<file path="config.mk">
export PLATFORM = sky130hd
export DESIGN_NAME = tdss_fifo
export DESIGN_NICKNAME = d
export VERILOG_FILES = /design/src/sv/tdss_pkg.sv /design/src/sv/tdss_fifo.sv
export VERILOG_INCLUDE_DIRS = /design/src /design/src/sv
export SDC_FILE = /design/constraint.sdc
export NUM_CORES = 1
export LEC_CHECK = 0
export ABC_AREA = 1
export BUFFER_PORTS_ARGS = -buffer_cell sky130_fd_sc_hd__buf_4
export CORE_MARGIN = 4
export CORE_UTILIZATION = 40
export CTS_CLUSTER_DIAMETER = 50
export DETAILED_ROUTE_END_ITERATION = 6
export PLACE_DENSITY_LB_ADDON = 0.1
export SETUP_SLACK_MARGIN = 0.4
export SLEW_MARGIN = 20
export SYNTH_ARGS = -nofsm -noshare
export SYNTH_HDL_FRONTEND = slang
export SYNTH_SLANG_ARGS = --single-unit
</file>
<file path="constraint.sdc">
create_clock -name clk -period 12.69 [get_ports clk]
set_input_delay 0.6345 -clock clk [delete_from_list [all_inputs] [get_ports clk]]
set_output_delay 0.6345 -clock clk [all_outputs]
set_load 0.1 [all_outputs]
</file>
<file path="src/sv/assert_macros.svh">
// Assertion macros shared by the solver modules.
`ifndef ASSERT_MACROS_SVH
`define ASSERT_MACROS_SVH
// Implication or plain property checked on every clock edge outside reset.
`define TDSS_ASSERT(lbl, prop, msg) \
	lbl: assert property (@(posedge clk) disable iff (!arst_n) (prop)) else $error(msg);
// Condition that must never hold outside reset.
`define TDSS_NEVER(lbl, cond, msg) \
	lbl: assert property (@(posedge clk) disable iff (!arst_n) !(cond)) else $error(msg);
`endif

</file>
<file path="src/sv/tdss_pkg.sv">
// Shared types, constants and fixed-point helpers of the tridiagonal solver.
`timescale 1ns / 1ps
package tdss_pkg;
	localparam int MAX_ROWS   = 64;
	localparam int ROW_W      = $clog2(MAX_ROWS);
	localparam int CNT_W      = $clog2(MAX_ROWS + 1);
	localparam int FIFO_DEPTH = 2;
	localparam int PTR_W      = $clog2(FIFO_DEPTH);
	localparam int FCNT_W     = $clog2(FIFO_DEPTH + 1);

	typedef struct packed {
		logic signed [31:0] lower;
		logic signed [31:0] diag;
		logic signed [31:0] upper;
		logic signed [31:0] rhs;
		logic               last;
		logic               drop;
	} row_t;

	typedef enum logic [3:0] {
		S_IDLE, S_LOAD, S_RD, S_MUL1, S_DIV1S, S_DIV1W, S_DIV2S, S_DIV2W, S_CHK,
		S_BRD, S_BMUL, S_BSCL, S_BDS, S_BDW, S_BOUT
	} back_state_t;

	function automatic logic signed [31:0] sat32(input logic signed [63:0] v);
		logic signed [31:0] r;
		if (v > 64'sd2147483647) r = 32'sh7fffffff;
		else if (v < -64'sd2147483648) r = 32'sh80000000;
		else r = v[31:0];
		return r;
	endfunction

	// Product in Q32.32 back to Q16.16, truncating toward zero.
	function automatic logic signed [31:0] scale_q16(input logic signed [63:0] p);
		logic signed [63:0] t;
		t = p >>> 16;
		if (p[63] && (p[15:0] != 16'd0)) t = t + 64'sd1;
		return sat32(t);
	endfunction
endpackage

</file>
<file path="src/sv/tdss_fifo.sv">
// Short queue of rows between the front end and the solver core.
`timescale 1ns / 1ps
`include "assert_macros.svh"
module tdss_fifo import tdss_pkg::*; (
	input  logic  clk,
	input  logic  arst_n,
	input  logic  push,
	input  row_t  wdata,
	output logic  full,
	input  logic  pop,
	output logic  not_empty,
	output row_t  rdata
);
	row_t              slot_q [FIFO_DEPTH];
	logic [PTR_W-1:0]  wr_q, rd_q;
	logic [FCNT_W-1:0] fill_q;

	assign full      = (fill_q == FCNT_W'(FIFO_DEPTH));
	assign not_empty = (fill_q != '0);
	assign rdata     = slot_q[rd_q];

	always_ff @(posedge clk) begin
		if (push) slot_q[wr_q] <= wdata;
	end

	always_ff @(posedge clk or negedge arst_n) begin
		if (!arst_n) begin
			wr_q   <= '0;
			rd_q   <= '0;
			fill_q <= '0;
		end else begin
			if (push) wr_q <= (wr_q == PTR_W'(FIFO_DEPTH - 1)) ? '0 : wr_q + PTR_W'(1);
			if (pop) rd_q <= (rd_q == PTR_W'(FIFO_DEPTH - 1)) ? '0 : rd_q + PTR_W'(1);
			if (push && !pop) fill_q <= fill_q + FCNT_W'(1);
			else if (pop && !push) fill_q <= fill_q - FCNT_W'(1);
		end
	end

	`TDSS_NEVER(a_no_push_full, push && full, "queue written while full")
	`TDSS_NEVER(a_no_pop_empty, pop && !not_empty, "queue read while empty")
endmodule

</file>
==> results.yml <==
worst_setup_path:
  cp_max_fo: 57
  endpoint_kind: "primary output"
  crit_arrival_ns: 3.61
  cp-start-kind: "register"
  path_delay_family: "buffers and inverters"
  cp_slowest_stage_delay_ns: 0.89
  cp_slowest_cell: "buf_4"
  critPathKind: "reg2out"
  critical_path_buf_inv_count: 3
  required_ns: 12.06
  critical_path.most_common_cell: "buf_4"
  path_cells: "buf_4, buf_4, mux2_2, buf_4"
route:
  drt_iter0_drc: 157
  drc: 0
  totalWireLength_um: 20100
  vias: 4884
  drt_pass1_iterations: 4
  vias_per_cell: 4.58
  ant_nets: 0
  wl_per_cell_um: 18.8
clocking:
  clk_transition_reported_paths_ns: 0.06
  ctsHoldBuffers: 1
  numCtsBuffers: 31
  post_cts_buffers: 0
  cts_resized: 0
  cts_tree: "done"
  htreeDepth: 1
  clock_latency_ns: 0.53
  clock-sinks: 264
  clk_path_buf_depth: 3
  root_buffer: "clkbuf_16"
cells_and_area:
  fin_nets: 854
  drive_above_1_share_pct: 60.4
  fillers: 1954
  n_antenna_cell: 0
  area_growth_syn_to_layout_pct: 33.2
  multi_input_area_um2: 1890
  regArea_um2: 7910
synthesis:
  synth_edf_count: 260
  synth_top_cell_by_area: "edfxtp_1"
  synthTopCellsByArea: "edfxtp_1 (78%), mux2_4 (14%), mux2_2 (4.5%)"
  synth_top_area_share_pct: 78.4
  synth_area_um2: 9960
  synth_nets: 565
  synth_common_cells: "edfxtp_1 (260), mux2_4 (90), mux2_2 (40), buf_6 (10), inv_1 (7)"
  synth_cells: 430
  synth-seq-area-share_pct: 79.4
  yosysWarnings: 0
  synth-main-ff-cell: "edfxtp_1"
  ys_types: 15
  synth.most_common_cell: "edfxtp_1"
  async_flop_share_pct: 1.52
  synth-seq-cells: 264
  syn_area_per_cell_um2: 23.2
run_status:
  outcome: "finished clean"
global_route:
  grt_pass1_vias: 5330
  track_usage_pct: 13.9
  grt_pass1_wl_um: 30200
  antenna_found_initial: 0
  grt_max_degree: 76
  overflow: 0
floorplanning:
  fp.dieW_um: 166
  die_h_um: 166
  fp-row-count: 57
  coreArea_um2: 24400
  ios: 266
  die_area_um2: 27500
  start_util_pct: 40.8
place:
  dp.final_hpwl_um: 13700
  port_buffers: 265
  gp_congestion: 0.703
min_path:
  hp-class: "in2reg"
sta:
  finalHoldViolations: 0
  period_minus_slack_ns: 4.24
  maxSlewViolCount: 0
  rsz0062_at_grt: "no"
  tns_ns: 0
  finalClockSkew_ns: 0.00842
  finalSetupViolations: 0
  finalCritPeriodShare_pct: 33.4
  tightest_slew_ns: 1.08
  relSlewSlack_pct: 28.0
  fmax_mhz: 236
flow_run:
  max_cap_viol_count: 0
## final cells by class
class / instances / area share (%)
Inverter: 7 / 0.236
Timing Repair Buffer: 271 / 15.4
Sequential cell: 264 / 59.6
Multi-Input combinational cell: 144 / 14.2
Clock inverter: 21 / 1.50
Clock buffer: 36 / 5.99
Tap cell: 324 / 3.06
## placed cells by master (no fill, tap or decap), drive strengths merged
master | netlist | final
nand4 | 1 | 1
xnor2 | 1 | 1
buf | 15 | 270
xor2 | 2 | 2
dfrtp | 4 | 4
nand3 | 1 | 1
inv | 7 | 7
clkinv | 0 | 12
ha | 1 | 1
nand2 | 6 | 6
dlygate4sd3 | 0 | 1
edfxtp | 260 | 260
bufinv | 0 | 3
nor2 | 2 | 2
clkbuf | 0 | 36
mux2 | 130 | 130
clkinvlp | 0 | 6
## cell families after synthesis
logic type,Yosys count,synth area share [%]
buffers and inverters,22,1.75
AND/OR/NAND/NOR,10,0.414
flip-flops,264,79.4
adder cells (fa/ha/maj),1,0.126
multiplexers,130,18.1
XOR/XNOR,3,0.264
## path summary, 6_finish.rpt
kind / start / endpoint / cells past startpoint / slack [ns]
max: rd_q / rdata[113] / 4 / 8.45
min: wdata[114] / slot_q[0][114] / 1 / 0.28
max reg2reg: wr_q / slot_q[0][64] / 2 / 10.19
min reg2reg: fill_q[1] / fill_q[1] / 2 / 0.47
max in group asynchronous: arst_n / rd_q / 2 / 12.12
min in group asynchronous: arst_n / rd_q / 2 / 0.46
## state kept, by name, indices dropped and copies added, names as in the netlist
register	cells
rd_q	1
slot_q	260
wr_q	1
fill_q	2
## through the flow
step                hold slack, ns  utilization, %  worst slack (ns)  cells  instance area, µm²
floorplan                    0.339               -              5.95    430                9960
global placement             0.433            50.3              8.95   1009               12300
detailed placement           0.434            50.3              8.89   1009               12300
CTS                          0.255            54.4              8.32   1067               13300
global route                 0.254            54.4              8.22   1067               13300
finish                       0.284            54.4              8.45   1067               13300
## per-layer routing
layer	track usage [%]	part of all wire, %
met1	16.0	37
met2	24.9	53
met3	4.12	7.2
met4	4.41	2.8
met5	0	0
Power is not shown: default switching activity piles up to over one toggle a cycle in this logic, so the estimate is an artifact.
