$ cat src/sv/assert_macros.svh
// Assertion macros shared by the solver modules.
`ifndef ASSERT_MACROS_SVH
`define ASSERT_MACROS_SVH
// Implication or plain property checked on every clock edge outside reset.
`define TDSS_ASSERT(lbl, prop, msg) \
	lbl: assert property (@(posedge clk) disable iff (!arst_n) (prop)) else $error(msg);
// Condition that must never hold outside reset.
`define TDSS_NEVER(lbl, cond, msg) \
	lbl: assert property (@(posedge clk) disable iff (!arst_n) !(cond)) else $error(msg);
`endif

$ cat src/sv/tdss_pkg.sv
// Shared types, constants and fixed-point helpers of the tridiagonal solver.
`timescale 1ns / 1ps
package tdss_pkg;
	localparam int MAX_ROWS   = 64;
	localparam int ROW_W      = $clog2(MAX_ROWS);
	localparam int CNT_W      = $clog2(MAX_ROWS + 1);
	localparam int FIFO_DEPTH = 2;
	localparam int PTR_W      = $clog2(FIFO_DEPTH);
	localparam int FCNT_W     = $clog2(FIFO_DEPTH + 1);

	typedef struct packed {
		logic signed [31:0] lower;
		logic signed [31:0] diag;
		logic signed [31:0] upper;
		logic signed [31:0] rhs;
		logic               last;
		logic               drop;
	} row_t;

	typedef enum logic [3:0] {
		S_IDLE, S_LOAD, S_RD, S_MUL1, S_DIV1S, S_DIV1W, S_DIV2S, S_DIV2W, S_CHK,
		S_BRD, S_BMUL, S_BSCL, S_BDS, S_BDW, S_BOUT
	} back_state_t;

	function automatic logic signed [31:0] sat32(input logic signed [63:0] v);
		logic signed [31:0] r;
		if (v > 64'sd2147483647) r = 32'sh7fffffff;
		else if (v < -64'sd2147483648) r = 32'sh80000000;
		else r = v[31:0];
		return r;
	endfunction

	// Product in Q32.32 back to Q16.16, truncating toward zero.
	function automatic logic signed [31:0] scale_q16(input logic signed [63:0] p);
		logic signed [63:0] t;
		t = p >>> 16;
		if (p[63] && (p[15:0] != 16'd0)) t = t + 64'sd1;
		return sat32(t);
	endfunction
endpackage

$ cat src/sv/tdss_div.sv
// Iterative signed divider, two quotient bits per cycle, saturating result.
`timescale 1ns / 1ps
module tdss_div import tdss_pkg::*; (
	input  logic               clk,
	input  logic               arst_n,
	input  logic               start,
	input  logic signed [63:0] num,
	input  logic signed [31:0] den,
	output logic               done,
	output logic signed [31:0] quot
);
	logic        busy_q, done_q, neg_q, zden_q;
	logic [4:0]  step_q;
	logic [63:0] a_q, a_n;
	logic [31:0] rem_q, rem_n;
	logic [32:0] b_q, r2;
	logic signed [31:0] quot_q, sat_n;

	always_comb begin
		a_n   = a_q;
		rem_n = rem_q;
		for (int k = 0; k < 2; k++) begin
			r2  = {rem_n, a_n[63]};
			a_n = {a_n[62:0], 1'b0};
			if (r2 >= b_q) begin
				r2     = r2 - b_q;
				a_n[0] = 1'b1;
			end
			rem_n = r2[31:0];
		end
		if (zden_q) sat_n = '0;
		else if (neg_q) sat_n = (a_n > 64'h80000000) ? 32'sh80000000 : 32'(-a_n);
		else sat_n = (a_n > 64'h7fffffff) ? 32'sh7fffffff : a_n[31:0];
	end

	always_ff @(posedge clk or negedge arst_n) begin
		if (!arst_n) begin
			busy_q <= 1'b0;
			done_q <= 1'b0;
			step_q <= '0;
		end else begin
			done_q <= 1'b0;
			if (start) begin
				busy_q <= 1'b1;
				step_q <= '0;
			end else if (busy_q) begin
				step_q <= step_q + 5'd1;
				if (step_q == 5'd31) begin
					busy_q <= 1'b0;
					done_q <= 1'b1;
				end
			end
		end
	end

	always_ff @(posedge clk) begin
		if (start) begin
			a_q    <= num[63] ? 64'(-num) : 64'(num);
			b_q    <= den[31] ? 33'(-{den[31], den}) : {1'b0, den};
			rem_q  <= '0;
			neg_q  <= num[63] ^ den[31];
			zden_q <= (den == '0);
		end else if (busy_q) begin
			a_q   <= a_n;
			rem_q <= rem_n;
			if (step_q == 5'd31) quot_q <= sat_n;
		end
	end

	assign done = done_q;
	assign quot = quot_q;
endmodule

$ cat config.mk
export PLATFORM = sky130hd
export DESIGN_NAME = tdss_div
export DESIGN_NICKNAME = d
export VERILOG_FILES = /design/src/sv/assert_macros.svh /design/src/sv/tdss_pkg.sv /design/src/sv/tdss_div.sv
export SDC_FILE = /design/constraint.sdc
export NUM_CORES = 1
export LEC_CHECK = 0
export BUFFER_PORTS_ARGS = -buffer_cell sky130_fd_sc_hd__buf_2
export CAP_MARGIN = 20
export CELL_PAD_IN_SITES_DETAIL_PLACEMENT = 1
export CELL_PAD_IN_SITES_GLOBAL_PLACEMENT = 1
export CORE_MARGIN = 2
export CORE_UTILIZATION = 50
export DETAILED_ROUTE_END_ITERATION = 16
export GPL_TIMING_DRIVEN = 0
export PLACE_DENSITY_LB_ADDON = 0.12
export SLEW_MARGIN = 30
export SYNTH_ARGS = -nofsm -noshare
export SYNTH_HDL_FRONTEND = slang
export SYNTH_SLANG_ARGS = --single-unit
$ cat constraint.sdc
create_clock -name clk -period 14.6 [get_ports clk]
set_input_delay 2.92 -clock clk [delete_from_list [all_inputs] [get_ports clk]]
set_output_delay 2.92 -clock clk [all_outputs]
set_load 0.03 [all_outputs]
==> results.md <==
* Pwr/cell area at 137 nW/um^2
* Worst Path Max Fanout at 10
* Max Cap Viol at 0
* Setup bufs post-CTS at 0
* Crit path capture type: flip-flop
* CTS clk-pin slew, worst paths at 80 ps
* Yosys cell types at 73
* Synth Net Count at 1687
* Die Height at 166 um
* Crit path required time at between 10000 and 15000 ps
* Adder-cell share of the synthesized area at 0.0714
* Clock Path Buffers at 2
* Main synth FF type: edfxtp_1
* Cell count after synthesis at 1514
* Slew Limit Fails at 0
* Num Clock Sinks at 170
* Post-synthesis simple-gate area fraction at 0.191
* Most frequent cells in the layout: nor2_1, a21oi_1, buf_2
* Post-DR wirelength/cell at roughly 23 um
* Number of buffers added on ports at 130
* Routed met1 length at 20.6 mm
* I/O pins at 132
* Via Count at between 10000 and 15000
* Post-DP HPWL at 34.6 mm
* Final setup TNS at 0 ps
* Clk root buf: clkbuf_16
* Final worst slack at 3490 ps
* Post-synthesis to final-layout area growth at 12.9%
* Synth Register Bits at 170
* Met2 wire len at 21.7 mm
* Post-synth EDFFs at 131
* Pleak at 6.05 nW
* DRT antenna net count at 0
* Share of layout cells above drive strength 1 at 0.131
* CP top delay family: compound AO/OA/AOI/OAI gates
* Die Width at 166 um
* Cell Area, Synth at 13200 sq um
* FILL cells at 3148
* Total CTS buffers at 17
* Final setup fails at 0
* Status: completed
* Initial antenna violation count at 3
* Most common cell after layout, fill and taps aside: nor2_1
* Post-synthesis xor/xnor area fraction at 0.0964
* Slew HR at 0.351
* CP Launch Type: flip-flop
* Post-DR vias/cell at 6.30
* FP Rows at slightly below 60
* Post-CTS Hold Fix Bufs at 0
* Final #Nets at 1837
* DR WL met3 at 2.30 mm
* Most used cell, CP: a21oi_1
* Post-synthesis compound-gate area fraction at 0.218
* Async SR Flop Fraction at 0.0412
* GRT Residual Overflow at 0
* Worst EP arrival at 11410 ps
* Critical path's slowest cell: a2111oi_1
* Worst Tran Pin Value at 973 ps
* Final Cycle Share at 0.761
* Initial cell density of the core at 0.507
* Final hold violation count at 0
* Cts repair resizes at 0
* Die area at 27700 sq um
* Sequential-to-total area share from yosys stat at 0.360
* Worst Path Class, Setup: reg -> reg
* Fraction of synthesized area in multiplexers at 0.0235
* Residual DRC at 0
* Largest family of logic cells by synthesized area: compound AO/OA/AOI/OAI gates
* Slowest stage delay, CP at 860 ps
* Routability cong. at about 0.93
* Max Freq at 90.0 MHz
* GR Util All Layers at 0.325
* Top sig layer: met4
* Pin count of the biggest net entering global routing at 39
* Ys Warns at 0
* First-pass GRT wire length at about 72 mm
* Vias in the first global route at 13000
* VDD IR max at 60.5 uV
* Syn_area_per_cell at 8.70 sq um
* RSZ-0062 raised after global routing: no
* CTS tree: yes
* Routed WL at 45.5 mm
* Minimum clock period at 11110 ps
* Buf+Inv Stages, Crit Path at 7
* Number of H-tree levels at 4
* Iteration-0 DRC count of the detailed router at 1116
* Drt first pass iters at 5
* Setup WS pre-CTS at 3780 ps
* Min-delay worst type: reg -> reg
* Core Footprint at 26000 sq um
* Skew final at 15.4 ps
* Clock Latency Late Sink at 450 ps
worst register-to-register path, delay by kind of cell (launching register included):
| kind | cells | cell delay [ps] |
|---|---|---|
| DFF | 1 | 360 |
| and+or+nand+nor | 7 | 1680 |
| adders and majority gates | 3 | 1120 |
| AOI/OAI and AO/OA | 15 | 4980 |
| buffers and inverters | 7 | 2850 |
final timing paths:
kind                       startpoint        end  slack [ps]  depth (start not counted)
max                           b_q[10]   quot[20]        3490                         32
max reg2reg                   b_q[10]   quot[20]        3490                         32
max in group asynchronous      arst_n  step_q[2]       12140                          1
min reg2reg                 rem_q[26]  rem_q[26]         510                          2
min in group asynchronous      arst_n  step_q[1]        2300                          1
min                         rem_q[26]  rem_q[26]         510                          2
sequential cells by signal, indices dropped and copies added, names as in the netlist:
register / flops
busy_q: 1
b_q: 33
zden_q: 1
a_q: 64
rem_q: 32
step_q: 5
quot: 32
done: 1
neg_q: 1
power breakdown:
part	total [mW]	internal, mW	switching [mW]
logic	0.926	0.358	0.568
registers	0.644	0.587	0.0568
clock network	0.470	0.243	0.227
total	2.04	1.19	0.853
synthesized netlist by cell type, types with 17 or more instances:
cell type | count | area, sq um
nor4_1 | 20 | 125
a311oi_1 | 17 | 149
a21oi_1 | 149 | 746
xnor2_1 | 65 | 569
o21ai_0 | 93 | 465
dfxtp_1 | 32 | 641
or3_1 | 23 | 144
o31ai_1 | 24 | 180
nor2_1 | 174 | 653
ha_1 | 72 | 901
nand2_1 | 110 | 413
o41ai_1 | 17 | 149
clkbuf_1 | 60 | 225
a21o_1 | 36 | 270
nand3_1 | 31 | 155
edfxtp_1 | 131 | 3930
nor3_1 | 48 | 240
xor2_1 | 80 | 701
o21a_1 | 17 | 128
inv_1 | 68 | 255
mux2_2 | 24 | 270
cell type report:
type                            count  area, sq um  share of cell area
Antenna cell                        3         7.51            0.000504
Buffer                             68          259              0.0174
Clock buffer                       18          429              0.0288
Clock inverter                     14          159              0.0107
Inverter                           68          255              0.0172
Multi-Input combinational cell   1208         7930               0.533
Sequential cell                   170         4750               0.319
Tap cell                          335          419              0.0282
Timing Repair Buffer              131          671              0.0451
kinds of logic (layout without fill, tap and decap cells):
family | count (synthesis) | in the layout
adders and majority gates | 74 | 74
muxes | 28 | 28
xor gates and xnor gates | 145 | 145
AOI/OAI and AO/OA | 449 | 449
and+or+nand+nor | 511 | 511
other | 1 | 4
DFF | 170 | 170
buffers and inverters | 136 | 299
routing by layer:
| layer | global-route usage | up-vias |
|---|---|---|
| li1 | - | 5909 |
| met1 | 0.447 | 6348 |
| met2 | 0.541 | 376 |
| met3 | 0.0446 | 67 |
| met4 | 0.0877 | 0 |
| met5 | 0 | - |
metrics by stage:
step	instance area (sq um)	power [mW]	hold WS [ps]	utilization	cells
2_1_floorplan	13200	1.27	456	-	1514
3_3_place_gp	14200	1.50	485	0.548	1979
3_5_place_dp	14300	1.54	493	0.550	1980
4_1_cts	14900	2.01	508	0.572	2012
5_1_grt	14900	2.14	528	0.573	2015
6_report	14900	2.04	508	0.573	2015
Power figures use the tool's default switching activity.
