## src/sv/assert_macros.svh

```systemverilog
// Assertion macros shared by the solver modules.
`ifndef ASSERT_MACROS_SVH
`define ASSERT_MACROS_SVH
// Implication or plain property checked on every clock edge outside reset.
`define TDSS_ASSERT(lbl, prop, msg) \
	lbl: assert property (@(posedge clk) disable iff (!arst_n) (prop)) else $error(msg);
// Condition that must never hold outside reset.
`define TDSS_NEVER(lbl, cond, msg) \
	lbl: assert property (@(posedge clk) disable iff (!arst_n) !(cond)) else $error(msg);
`endif

```

## src/sv/tdss_pkg.sv

```systemverilog
// Shared types, constants and fixed-point helpers of the tridiagonal solver.
`timescale 1ns / 1ps
package tdss_pkg;
	localparam int MAX_ROWS   = 64;
	localparam int ROW_W      = $clog2(MAX_ROWS);
	localparam int CNT_W      = $clog2(MAX_ROWS + 1);
	localparam int FIFO_DEPTH = 2;
	localparam int PTR_W      = $clog2(FIFO_DEPTH);
	localparam int FCNT_W     = $clog2(FIFO_DEPTH + 1);

	typedef struct packed {
		logic signed [31:0] lower;
		logic signed [31:0] diag;
		logic signed [31:0] upper;
		logic signed [31:0] rhs;
		logic               last;
		logic               drop;
	} row_t;

	typedef enum logic [3:0] {
		S_IDLE, S_LOAD, S_RD, S_MUL1, S_DIV1S, S_DIV1W, S_DIV2S, S_DIV2W, S_CHK,
		S_BRD, S_BMUL, S_BSCL, S_BDS, S_BDW, S_BOUT
	} back_state_t;

	function automatic logic signed [31:0] sat32(input logic signed [63:0] v);
		logic signed [31:0] r;
		if (v > 64'sd2147483647) r = 32'sh7fffffff;
		else if (v < -64'sd2147483648) r = 32'sh80000000;
		else r = v[31:0];
		return r;
	endfunction

	// Product in Q32.32 back to Q16.16, truncating toward zero.
	function automatic logic signed [31:0] scale_q16(input logic signed [63:0] p);
		logic signed [63:0] t;
		t = p >>> 16;
		if (p[63] && (p[15:0] != 16'd0)) t = t + 64'sd1;
		return sat32(t);
	endfunction
endpackage

```

## src/sv/tdss_front.sv

```systemverilog
// Front end: takes rows in, marks rows beyond capacity and queues them.
`timescale 1ns / 1ps
module tdss_front import tdss_pkg::*; (
	input  logic               clk,
	input  logic               arst_n,
	input  logic               row_valid,
	output logic               row_stall,
	input  logic signed [31:0] lower_coef,
	input  logic signed [31:0] diag_coef,
	input  logic signed [31:0] upper_coef,
	input  logic signed [31:0] rhs_value,
	input  logic               last_row,
	input  logic               full,
	output logic               push,
	output row_t               row
);
	logic [CNT_W-1:0] cnt_q;

	assign row_stall = full;
	assign push      = row_valid && !full;
	always_comb begin
		row.lower = lower_coef;
		row.diag  = diag_coef;
		row.upper = upper_coef;
		row.rhs   = rhs_value;
		row.last  = last_row;
		row.drop  = (cnt_q == CNT_W'(MAX_ROWS));
	end

	always_ff @(posedge clk or negedge arst_n) begin
		if (!arst_n) begin
			cnt_q <= '0;
		end else if (push) begin
			if (last_row) cnt_q <= '0;
			else if (!row.drop) cnt_q <= cnt_q + CNT_W'(1);
		end
	end
endmodule

```

## config.mk

```make
export PLATFORM = sky130hd
export DESIGN_NAME = tdss_front
export DESIGN_NICKNAME = d
export VERILOG_FILES = /design/src/sv/assert_macros.svh /design/src/sv/tdss_pkg.sv /design/src/sv/tdss_front.sv
export SDC_FILE = /design/constraint.sdc
export NUM_CORES = 1
export LEC_CHECK = 0
export ABC_AREA = 1
export BUFFER_PORTS_ARGS = -buffer_cell sky130_fd_sc_hd__buf_2
export CAP_MARGIN = 25
export CORE_AREA = 4 4 101 103
export CTS_BUF_LIST = sky130_fd_sc_hd__clkbuf_2 sky130_fd_sc_hd__clkbuf_4 sky130_fd_sc_hd__clkbuf_8
export DETAILED_ROUTE_END_ITERATION = 16
export DIE_AREA = 0 0 105 107
export SYNTH_ARGS = -nofsm -noshare
export SYNTH_HDL_FRONTEND = slang
export SYNTH_SLANG_ARGS = --single-unit
```

## constraint.sdc

```tcl
create_clock -name clk -period 1.44 [get_ports clk]
set_input_delay 0.072 -clock clk [delete_from_list [all_inputs] [get_ports clk]]
set_output_delay 0.072 -clock clk [all_outputs]
set_load 0.05 [all_outputs]
```

==> results.json, run 1 <==
{
  "dp_cells": 189,
  "rows": 35,
  "cts_sinks": 7,
  "pin_count": 265,
  "drive_gt1_share_pct": 23.5,
  "ant_nets": 0,
  "syn_inst": 200,
  "p_clk_share_pct": 47.8,
  "setup_violations": 0,
  "grt_max_degree": 8,
  "clkTransAtPathRegs_ns": 0.04,
  "worstHoldStart": "lower_coef[14]",
  "status": "completed",
  "drcViolationCount": 0,
  "place_ws_ns": 0.135,
  "rsz0062_at_grt": "no",
  "path_cells": "inv_1 -> ha_1 -> nand2_1 -> clkinv_1 -> nand3_4 -> inv_2 -> buf_6",
  "yosysTopAreaCell": "buf_4",
  "final_cells": 196,
  "dpl.hpwl_mm": 1.73,
  "p_per_area_mw_per_mm2": 848,
  "min_path_type": "primary input to output pin",
  "hold_viol": 0,
  "cts_tree": "done",
  "grt_antenna_before_repair": 0,
  "worst_pin_slew_ns": 0.267,
  "drt_iter0_drc": 10,
  "die_height_um": 107,
  "worstSetupEndpointType": "output pin",
  "htree_levels": 1,
  "power_leakage_nw": 0.341,
  "cts_buffers": 3,
  "max_freq_ghz": 0.735,
  "worstSkewPairLatency_ns": 0.23,
  "pwr-share-comb_pct": 16.8,
  "dpl_cell_area_um2": 649,
  "period_share_pct": 94.5,
  "timing.critical_path.from": "cnt_q[0]",
  "final_cell_area_um2": 737,
  "r2r-start": "cnt_q[0]",
  "critPathSlowestCell": "dfrtp_1",
  "required_ns": 1.37,
  "syn-cell-area_mm2": 0.00145,
  "p_int_w": 0.000462,
  "grt_first_pass_wirelength_mm": 3.13,
  "synth_area_leaders": "buf_4, dfrtp_1, nand2_1",
  "die_x_um": 105,
  "largestRegisters": "cnt_q x7",
  "synth_nets": 335,
  "ys_ff_latch": 7,
  "seqPwrFrac_pct": 35.4,
  "clockBufferDepth": 2,
  "slowest_delay_ns": 0.35,
  "holdWs_ns": 0.144,
  "overflow": 0,
  "finalNetCount": 221,
  "grt_usage_pct": 3.71,
  "ys_warn_count": 0,
  "relSlewSlack_pct": 82.2,
  "coreArea_mm2": 0.00920,
  "fin_skew_ns": 0.000499,
  "seq_area_frac_synth_pct": 12.1,
  "period_minus_slack_ns": 1.36,
  "detail_route.first_pass.iterations": 4,
  "via_per_inst": 3.17,
  "power.switching_w": 0.000163,
  "vdd.ir_drop.worst_uv": 384,
  "grt_pass1_vias": 637,
  "setup_tns_ns": 0,
  "critPathArrivalTime_ns": 1.29,
  "finalWorstSetupSlack_ns": 0.0794,
  "regMostFlops": "cnt_q",
  "fp.dieArea_mm2": 0.0112,
  "p_sw_share_pct": 26.0,
  "maxCapViolCount": 0,
  "synthDistinctLibCells": 16,
  "wl_mm": 2.18,
  "synth_area_per_cell_um2": 7.23,
  "start_kind": "flip-flop",
  "syn2layout_area_growth_pct": -49.0,
  "initial_core_util_pct": 15.7,
  "antenna_cells": 0,
  "drv_slew": 0,
  "synth_top_area_share_pct": 67.5,
  "critPathKind": "flip-flop to output pin",
  "cp_max_fo": 5,
  "vias": 622,
  "post_drt_wl_per_cell_um": 11.1,
  "port_buffers": 8,
  "routabilityCongestion": 0.750,
  "cts-root-buf": "clkbuf_8",
  "largest_reg_flops": 7
}
==> layout by cell type (no fill, tap or decap), types with 2 or more instances in the layout <==
cell type  synthesis  routed
nor2_1             8       8
nand3_1            4       4
nand4_1            2       2
buf_4            130       2
dfrtp_1            7       7
nand2_1           28      28
inv_2              1       3
clkbuf_8           0       3
inv_1             10       9
ha_1               2       2
buf_2              0       7
==> cells by family after synthesis <==
| family | synth area share [%] |
|---|---|
| buffers and inverters | 70.8 |
| and+or+nand+nor | 12.7 |
| DFF | 12.1 |
| xor gates and xnor gates | 0.606 |
| AOI/OAI and AO/OA | 1.99 |
| adders and majority gates | 1.73 |
==> path summary, 6_finish.rpt <==
check / cells past startpoint / slack, ns / end
max reg2reg: 8 / 0.18 / cnt_q[4]
max: 7 / 0.08 / row[0]
max in group asynchronous: 2 / 1.04 / cnt_q[4]
min in group asynchronous: 2 / 0.24 / cnt_q[3]
min: 0 / 0.14 / row[112]
min reg2reg: 2 / 0.55 / cnt_q[6]
==> area by class of cell <==
| cell class | count | area, µm² |
|---|---|---|
| fillers | 1087 | 8460 |
| repair buffers | 11 | 71.3 |
| clock buffers | 4 | 48.8 |
| inverters | 13 | 48.8 |
| flip-flops and latches | 7 | 175 |
| well taps | 111 | 139 |
| multi-input cells | 50 | 254 |
==> power by group through the flow <==
stage / combinational (W) / clock, W / sequential (W)
3_3_place_gp: 0.0000815 / 0 / 0.000228
5_1_grt: 0.000121 / 0.000323 / 0.000222
6_report: 0.000105 / 0.000299 / 0.000221
4_1_cts: 0.000106 / 0.000312 / 0.000221
2_1_floorplan: 0.00102 / 0 / 0.000225
3_5_place_dp: 0.0000836 / 0 / 0.000229
==> what timing repair did <==
action	in CTS	in global routing
buffers inserted	2	0
hold endpoints to repair	7	0
gates cloned	0	0
hold buffers	1	0
endpoints found under the setup margin	1	3
resized for setup	1	4
pin swaps	0	0
==> through the flow <==
step	utilization, %	power [W]
after global routing	8.01	0.000665
final	8.01	0.000625
after floorplan	-	0.00125
after CTS	7.89	0.000639
after detailed placement	7.06	0.000313
after global placement	7.06	0.000309
==> synth_stat cells <==
cell	count
buf_4	130
clkinv_1	2
dfrtp_1	7
ha_1	2
inv_1	10
inv_2	1
nand2_1	28
nand3_1	4
nand3_2	1
nand4_1	2
nor2_1	8
nor2_2	1
o21ai_0	1
o21ai_4	1
o21bai_1	1
xor2_1	1
==> per-layer routing <==
layer | global-route usage (%) | vias up | part of all wire (%)
met2 | 4.49 | 59 | 36
met1 | 2.18 | 252 | 25
met5 | 0 | - | 0
met4 | 9.47 | 0 | 22
li1 | - | 242 | -
met3 | 1.99 | 69 | 16
==> worst max-delay path, delay by kind of cell, from the launching register on <==
family	cells	cell delay, ns
and+or+nand+nor	2	0.17
DFF	1	0.35
buffers and inverters	4	0.35
adders and majority gates	1	0.19
No activity file was read; power rests on OpenSTA's default activity.
==> inputs of run 2 (changes only) <==
--- a/config.mk
+++ b/config.mk
@@ -8,10 +8,10 @@
 export ABC_AREA = 1
 export BUFFER_PORTS_ARGS = -buffer_cell sky130_fd_sc_hd__buf_2
 export CAP_MARGIN = 25
-export CORE_AREA = 4 4 101 103
+export CORE_AREA = 4 4 100 102
 export CTS_BUF_LIST = sky130_fd_sc_hd__clkbuf_2 sky130_fd_sc_hd__clkbuf_4 sky130_fd_sc_hd__clkbuf_8
 export DETAILED_ROUTE_END_ITERATION = 16
-export DIE_AREA = 0 0 105 107
+export DIE_AREA = 0 0 104 106
 export SYNTH_ARGS = -nofsm -noshare
 export SYNTH_HDL_FRONTEND = slang
 export SYNTH_SLANG_ARGS = --single-unit
==> constraint.sdc (replaced) <==
create_clock -name clk -period 1.7 [get_ports clk]
set_input_delay 0.085 -clock clk [delete_from_list [all_inputs] [get_ports clk]]
set_output_delay 0.085 -clock clk [all_outputs]
set_load 0.05 [all_outputs]
==> run 2 against run 1 <==
Effect of this change: cell area fell by 3.9%; clock power shrank 17%; combinational power is 33% lower; final cell count is 1.0% lower; largest cell class unchanged; wire length up 10%.
==> results.json, run 2 (synthesis results as in run 1) <==
{
  "status": "completed",
  "final_common_cell": "nand2_1",
  "setup_tns_ns": 0,
  "rr_endpoint": "cnt_q[6]",
  "cp_common_cell": "inv_1",
  "critPathSlowestCell": "dfrtp_1",
  "detail_route.first_pass.iterations": 4,
  "cts_tree": "done",
  "period_share_pct": 86.6,
  "min_path_type": "primary input to output pin",
  "grt_antenna_before_repair": 0,
  "path_cells": "inv_1 -> ha_1 -> nand2_1 -> clkinv_1 -> nand3_2 -> inv_1 -> buf_2",
  "critPathKind": "flip-flop to output pin",
  "clockBufferDepth": 2,
  "dp_cells": 189,
  "p_per_area_mw_per_mm2": 720,
  "ctsResizeCount": 0,
  "grt_pass1_vias": 654,
  "grt_usage_pct": 4.13,
  "vdd.ir_drop.worst_uv": 179,
  "power_leakage_nw": 0.327,
  "worstSetupEndpointType": "output pin",
  "grt_first_pass_wirelength_mm": 3.47,
  "routabilityCongestion": 0.740,
  "r2r-start": "cnt_q[0]",
  "largest_reg_flops": 7,
  "final_cells": 194,
  "ant_nets": 0,
  "drive_gt1_share_pct": 19.3,
  "pin_count": 265,
  "slowest_delay_ns": 0.40,
  "antenna_cells": 0,
  "relSlewSlack_pct": 82.7,
  "regMostFlops": "cnt_q",
  "max_freq_ghz": 0.679,
  "required_ns": 1.62,
  "wl_mm": 2.40,
  "initial_core_util_pct": 15.9,
  "setup_violations": 0,
  "maxCapViolCount": 0,
  "grt_max_degree": 8,
  "post_drt_wl_per_cell_um": 12.4,
  "drcViolationCount": 0,
  "final_cell_area_um2": 708,
  "dpl.hpwl_mm": 1.92,
  "fp.dieArea_mm2": 0.0110,
  "syn2layout_area_growth_pct": -51.0,
  "coreArea_mm2": 0.00911,
  "cp_max_fo": 5,
  "largestRegisters": "cnt_q x7",
  "ff2ff_path_depth": 8,
  "critPathArrivalTime_ns": 1.39,
  "start_kind": "flip-flop",
  "mostFrequentLayoutCells": "nand2_1, inv_1, nor2_1, buf_2, dfrtp_1",
  "die_x_um": 104,
  "worstSkewPairLatency_ns": 0.23,
  "via_per_inst": 3.35,
  "drv_slew": 0,
  "port_buffers": 8,
  "r2r_slack_ns": 0.42,
  "clkTransAtPathRegs_ns": 0.04,
  "dpl_cell_area_um2": 649,
  "fin_skew_ns": 0.000260,
  "overflow": 0,
  "htree_levels": 1,
  "cts-root-buf": "clkbuf_8",
  "rows": 35,
  "finalNetCount": 219,
  "cts_buffers": 3,
  "period_minus_slack_ns": 1.47,
  "drt_iter0_drc": 37,
  "cts_sinks": 7,
  "vias": 650,
  "cts_setup_buffers": 0,
  "timing.critical_path.from": "cnt_q[0]",
  "hold_viol": 0,
  "rsz0062_at_grt": "no",
  "die_height_um": 106,
  "critPathCapture": "row[0]",
  "cts-hold-fix-buffers": 1,
  "worst_pin_slew_ns": 0.260
}
-- run 2: power breakdown --
part           switching, W  internal [W]  total [W]  leakage (nW)
clock             0.0000701      0.000178   0.000248        0.0262
sequential        0.0000123      0.000179   0.000191        0.0956
combinational     0.0000469     0.0000240  0.0000708         0.205
-- run 2: how the worst min path moves through the flow --
stage                         startpoint        to  depth (start not counted)
after floorplan                   arst_n  cnt_q[0]                          0
after global placement            arst_n  cnt_q[2]                          1
after detailed placement          arst_n  cnt_q[2]                          1
after CTS                  lower_coef[4]  row[102]                          0
after global routing      lower_coef[27]  row[125]                          0
final                      lower_coef[6]  row[104]                          0
-- run 2: through the flow --
step / setup WS, ns / util [%] / power [W] / hold WS (ns)
6_report: 0.228 / 7.77 / 0.000510 / 0.170
3_5_place_dp: 0.430 / 7.13 / 0.000263 / -0.0682
2_1_floorplan: 0.492 / - / 0.00105 / -0.211
4_1_cts: 0.219 / 7.77 / 0.000516 / 0.170
3_3_place_gp: 0.460 / 7.13 / 0.000261 / -0.0722
5_1_grt: 0.120 / 7.77 / 0.000543 / 0.170
-- run 2: final cells by class --
cell class	count	area [µm²]
clock buffer	4	48.8
fill	1074	8400
inverter	13	48.8
multi-input combinational	50	246
sequential	7	175
tap	111	139
timing repair buffer	9	50.0
-- run 2: critical path, delay by kind of cell (launching register included) --
kind | cells | cell delay (ns)
flops | 1 | 0.40
buf+inv | 4 | 0.46
simple gates | 2 | 0.17
fa+ha+maj | 1 | 0.14
-- run 2: metal layers --
| metal | wire (µm) | global-route usage [%] |
|---|---|---|
| met1 | 554 | 2.24 |
| met2 | 883 | 5.15 |
| met3 | 543 | 4.25 |
| met4 | 420 | 7.60 |
| met5 | 0 | 0 |
==> inputs of run 3 (changes only) <==
--- a/config.mk
+++ b/config.mk
@@ -5,13 +5,12 @@
 export SDC_FILE = /design/constraint.sdc
 export NUM_CORES = 1
 export LEC_CHECK = 0
-export ABC_AREA = 1
 export BUFFER_PORTS_ARGS = -buffer_cell sky130_fd_sc_hd__buf_2
 export CAP_MARGIN = 25
-export CORE_AREA = 4 4 100 102
+export CORE_AREA = 2 2 104 106
 export CTS_BUF_LIST = sky130_fd_sc_hd__clkbuf_2 sky130_fd_sc_hd__clkbuf_4 sky130_fd_sc_hd__clkbuf_8
 export DETAILED_ROUTE_END_ITERATION = 16
-export DIE_AREA = 0 0 104 106
+export DIE_AREA = 0 0 106 108
 export SYNTH_ARGS = -nofsm -noshare
 export SYNTH_HDL_FRONTEND = slang
 export SYNTH_SLANG_ARGS = --single-unit
==> run 3 against run 2 <==
Effect of this change: wire length up 4.9%; sequential cell count stayed put; sequential power grew 20%; highest routed layer unchanged; critical path type unchanged; the flow now finishes with violations (negative setup slack); clock-buffer cell count did not move; hold slack hardly changed.
==> results.json, run 3 <==
{
  "max_freq_ghz": 0.582,
  "vdd.ir_drop.worst_uv": 171,
  "drive_gt1_share_pct": 38.6,
  "dpl_cell_area_um2": 673,
  "violations": "negative setup slack",
  "drt_iter0_drc": 16,
  "vias": 607,
  "cts_buffers": 3,
  "power_leakage_nw": 0.288,
  "synthDistinctLibCells": 20,
  "synth_nets": 316,
  "dp_cells": 196,
  "pin_count": 265,
  "detail_route.first_pass.iterations": 4,
  "critPathArrivalTime_ns": 1.63,
  "synth_most_common_cell": "buf_4",
  "status": "complete, but fails checks",
  "critPathKind": "flip-flop to output pin",
  "synth_area_per_cell_um2": 7.93,
  "cp_max_fo": 2,
  "via_per_inst": 2.95,
  "cts-root-buf": "clkbuf_8",
  "fp.dieArea_mm2": 0.0114,
  "maxCapViolCount": 0,
  "finalWorstSetupSlack_ns": -0.0181,
  "worstSkewPairLatency_ns": 0.23,
  "post_drt_wl_per_cell_um": 12.2,
  "min_path_type": "primary input to output pin",
  "syn-cell-area_mm2": 0.00144,
  "final_common_cell": "buf_4",
  "holdWs_ns": 0.170,
  "rsz0062_at_grt": "yes",
  "nFillCells": 1195,
  "seq_area_frac_synth_pct": 12.2,
  "rr_endpoint": "cnt_q[0]",
  "drv_slew": 0,
  "syn_inst": 181,
  "antenna_cells": 0,
  "synth-edff-count": 0,
  "ant_nets": 0,
  "critPathCapture": "row[0]",
  "synth_top_area_share_pct": 68.0,
  "start_kind": "flip-flop",
  "ff2ff_path_depth": 4,
  "final_cells": 206,
  "r2r_slack_ns": 0.07,
  "p_per_area_mw_per_mm2": 857,
  "initial_core_util_pct": 14.0,
  "htree_levels": 1,
  "overflow": 0,
  "dpl.hpwl_mm": 1.88,
  "grt_usage_pct": 4.47,
  "mostFrequentLayoutCells": "buf_4, nand2_1, dfrtp_1, buf_2, nand3_1",
  "routabilityCongestion": 0.726,
  "synth_common_cells": "buf_4, dfrtp_1, nand2_1, inv_1, nand3_1",
  "synth_ff_type": "dfrtp_1",
  "cts_sinks": 7,
  "clkTransAtPathRegs_ns": 0.04,
  "relSlewSlack_pct": 84.1,
  "worstSetupEndpointType": "output pin",
  "final_cell_area_um2": 795,
  "ys_ff_latch": 7,
  "coreArea_mm2": 0.0102,
  "clockBufferDepth": 2,
  "synthArstFlopShare_pct": 100,
  "grt_antenna_before_repair": 0,
  "worst_pin_slew_ns": 0.239,
  "die_height_um": 108,
  "regMostFlops": "cnt_q",
  "regArea_um2": 175,
  "cts_tree": "done",
  "period_share_pct": 101,
  "setup_violations": 1,
  "ys_warn_count": 0,
  "grt_first_pass_wirelength_mm": 3.52,
  "period_minus_slack_ns": 1.72,
  "largestRegisters": "cnt_q x7",
  "grt_pass1_vias": 648,
  "rows": 37,
  "multiInputGateArea_um2": 258,
  "die_x_um": 106,
  "finalNetCount": 206,
  "required_ns": 1.62,
  "drcViolationCount": 0,
  "fin_total_pwr_w": 0.000681,
  "syn2layout_area_growth_pct": -44.6,
  "hold_viol": 0,
  "timing.critical_path.from": "cnt_q[5]",
  "wl_mm": 2.52,
  "r2r-start": "cnt_q[5]",
  "port_buffers": 8,
  "yosysTopAreaCell": "buf_4",
  "fin_skew_ns": 0.00323,
  "largest_reg_flops": 7,
  "grt_max_degree": 11,
  "synth_area_leaders": "buf_4, dfrtp_1, nand2_1"
}
[run 3: layout make-up]
cell class	instances	area share (%)
multi-input cells	37	32.4
flip-flops and latches	7	22.0
well taps	136	21.4
repair buffers	17	15.1
clock buffers	4	6.14
inverters	5	2.83
[run 3: per-stage QoR]
| stage | TNS (ns) | setup slack (ns) | util, % |
|---|---|---|---|
| final | -0.0181 | -0.0181 | 7.77 |
| after global routing | -0.0597 | -0.0597 | 7.77 |
| after CTS | -0.0130 | -0.0130 | 7.55 |
| after detailed placement | 0 | 0.0978 | 6.58 |
| after global placement | 0 | 0.109 | 6.58 |
| after floorplan | 0 | 0.0953 | - |
[run 3: worst min-delay path by stage]
stage | from | end | slack (ns) | cells past startpoint
2_1_floorplan | arst_n | cnt_q[0] | -0.21 | 0
4_1_cts | lower_coef[4] | row[102] | 0.17 | 0
6_report | rhs_value[15] | row[17] | 0.17 | 0
3_5_place_dp | arst_n | cnt_q[1] | -0.06 | 1
3_3_place_gp | arst_n | cnt_q[6] | -0.07 | 1
5_1_grt | rhs_value[23] | row[25] | 0.17 | 0
[run 3: report_power, final]
group	internal, W	switching, W
Combinational	0.0000858	0.000108
Sequential	0.000200	0.0000302
Clock	0.000179	0.0000786
Total	0.000464	0.000217
[run 3: kinds of logic (layout without fill, tap and decap cells)]
| kind of cell | count (synthesis) | after routing | synth area share [%] |
|---|---|---|---|
| adder cells (fa/ha/maj) | 2 | 2 | 1.74 |
| flip-flops | 7 | 7 | 12.2 |
| AO/OA/AOI/OAI | 10 | 10 | 5.58 |
| buffers and inverters | 137 | 26 | 70.9 |
| AND/OR/NAND/NOR | 25 | 25 | 9.59 |
[run 3: repair_timing]
action / 4_1_cts / 5_1_grt
buffers inserted: 4 / 1
hold buffers: 1 / 0
endpoints found under the hold margin: 7 / 0
setup endpoints to repair: 1 / 3
pin swaps: 2 / 1
cloned: 0 / 0
gates resized for setup: 3 / 2
[run 3: layer usage]
layer	up-vias	global-route usage [%]	wire [µm]
li1	224	-	-
met2	65	4.93	931
met1	254	2.90	623
met5	-	0	0
met4	0	11.0	563
met3	64	2.89	401
[run 3: critical path, stage by stage, from the launching register on]
cell and delay (ns):
dfrtp_1 0.38, or4_4 0.54, or2_4 0.26, clkinvlp_4 0.08, buf_8 0.14
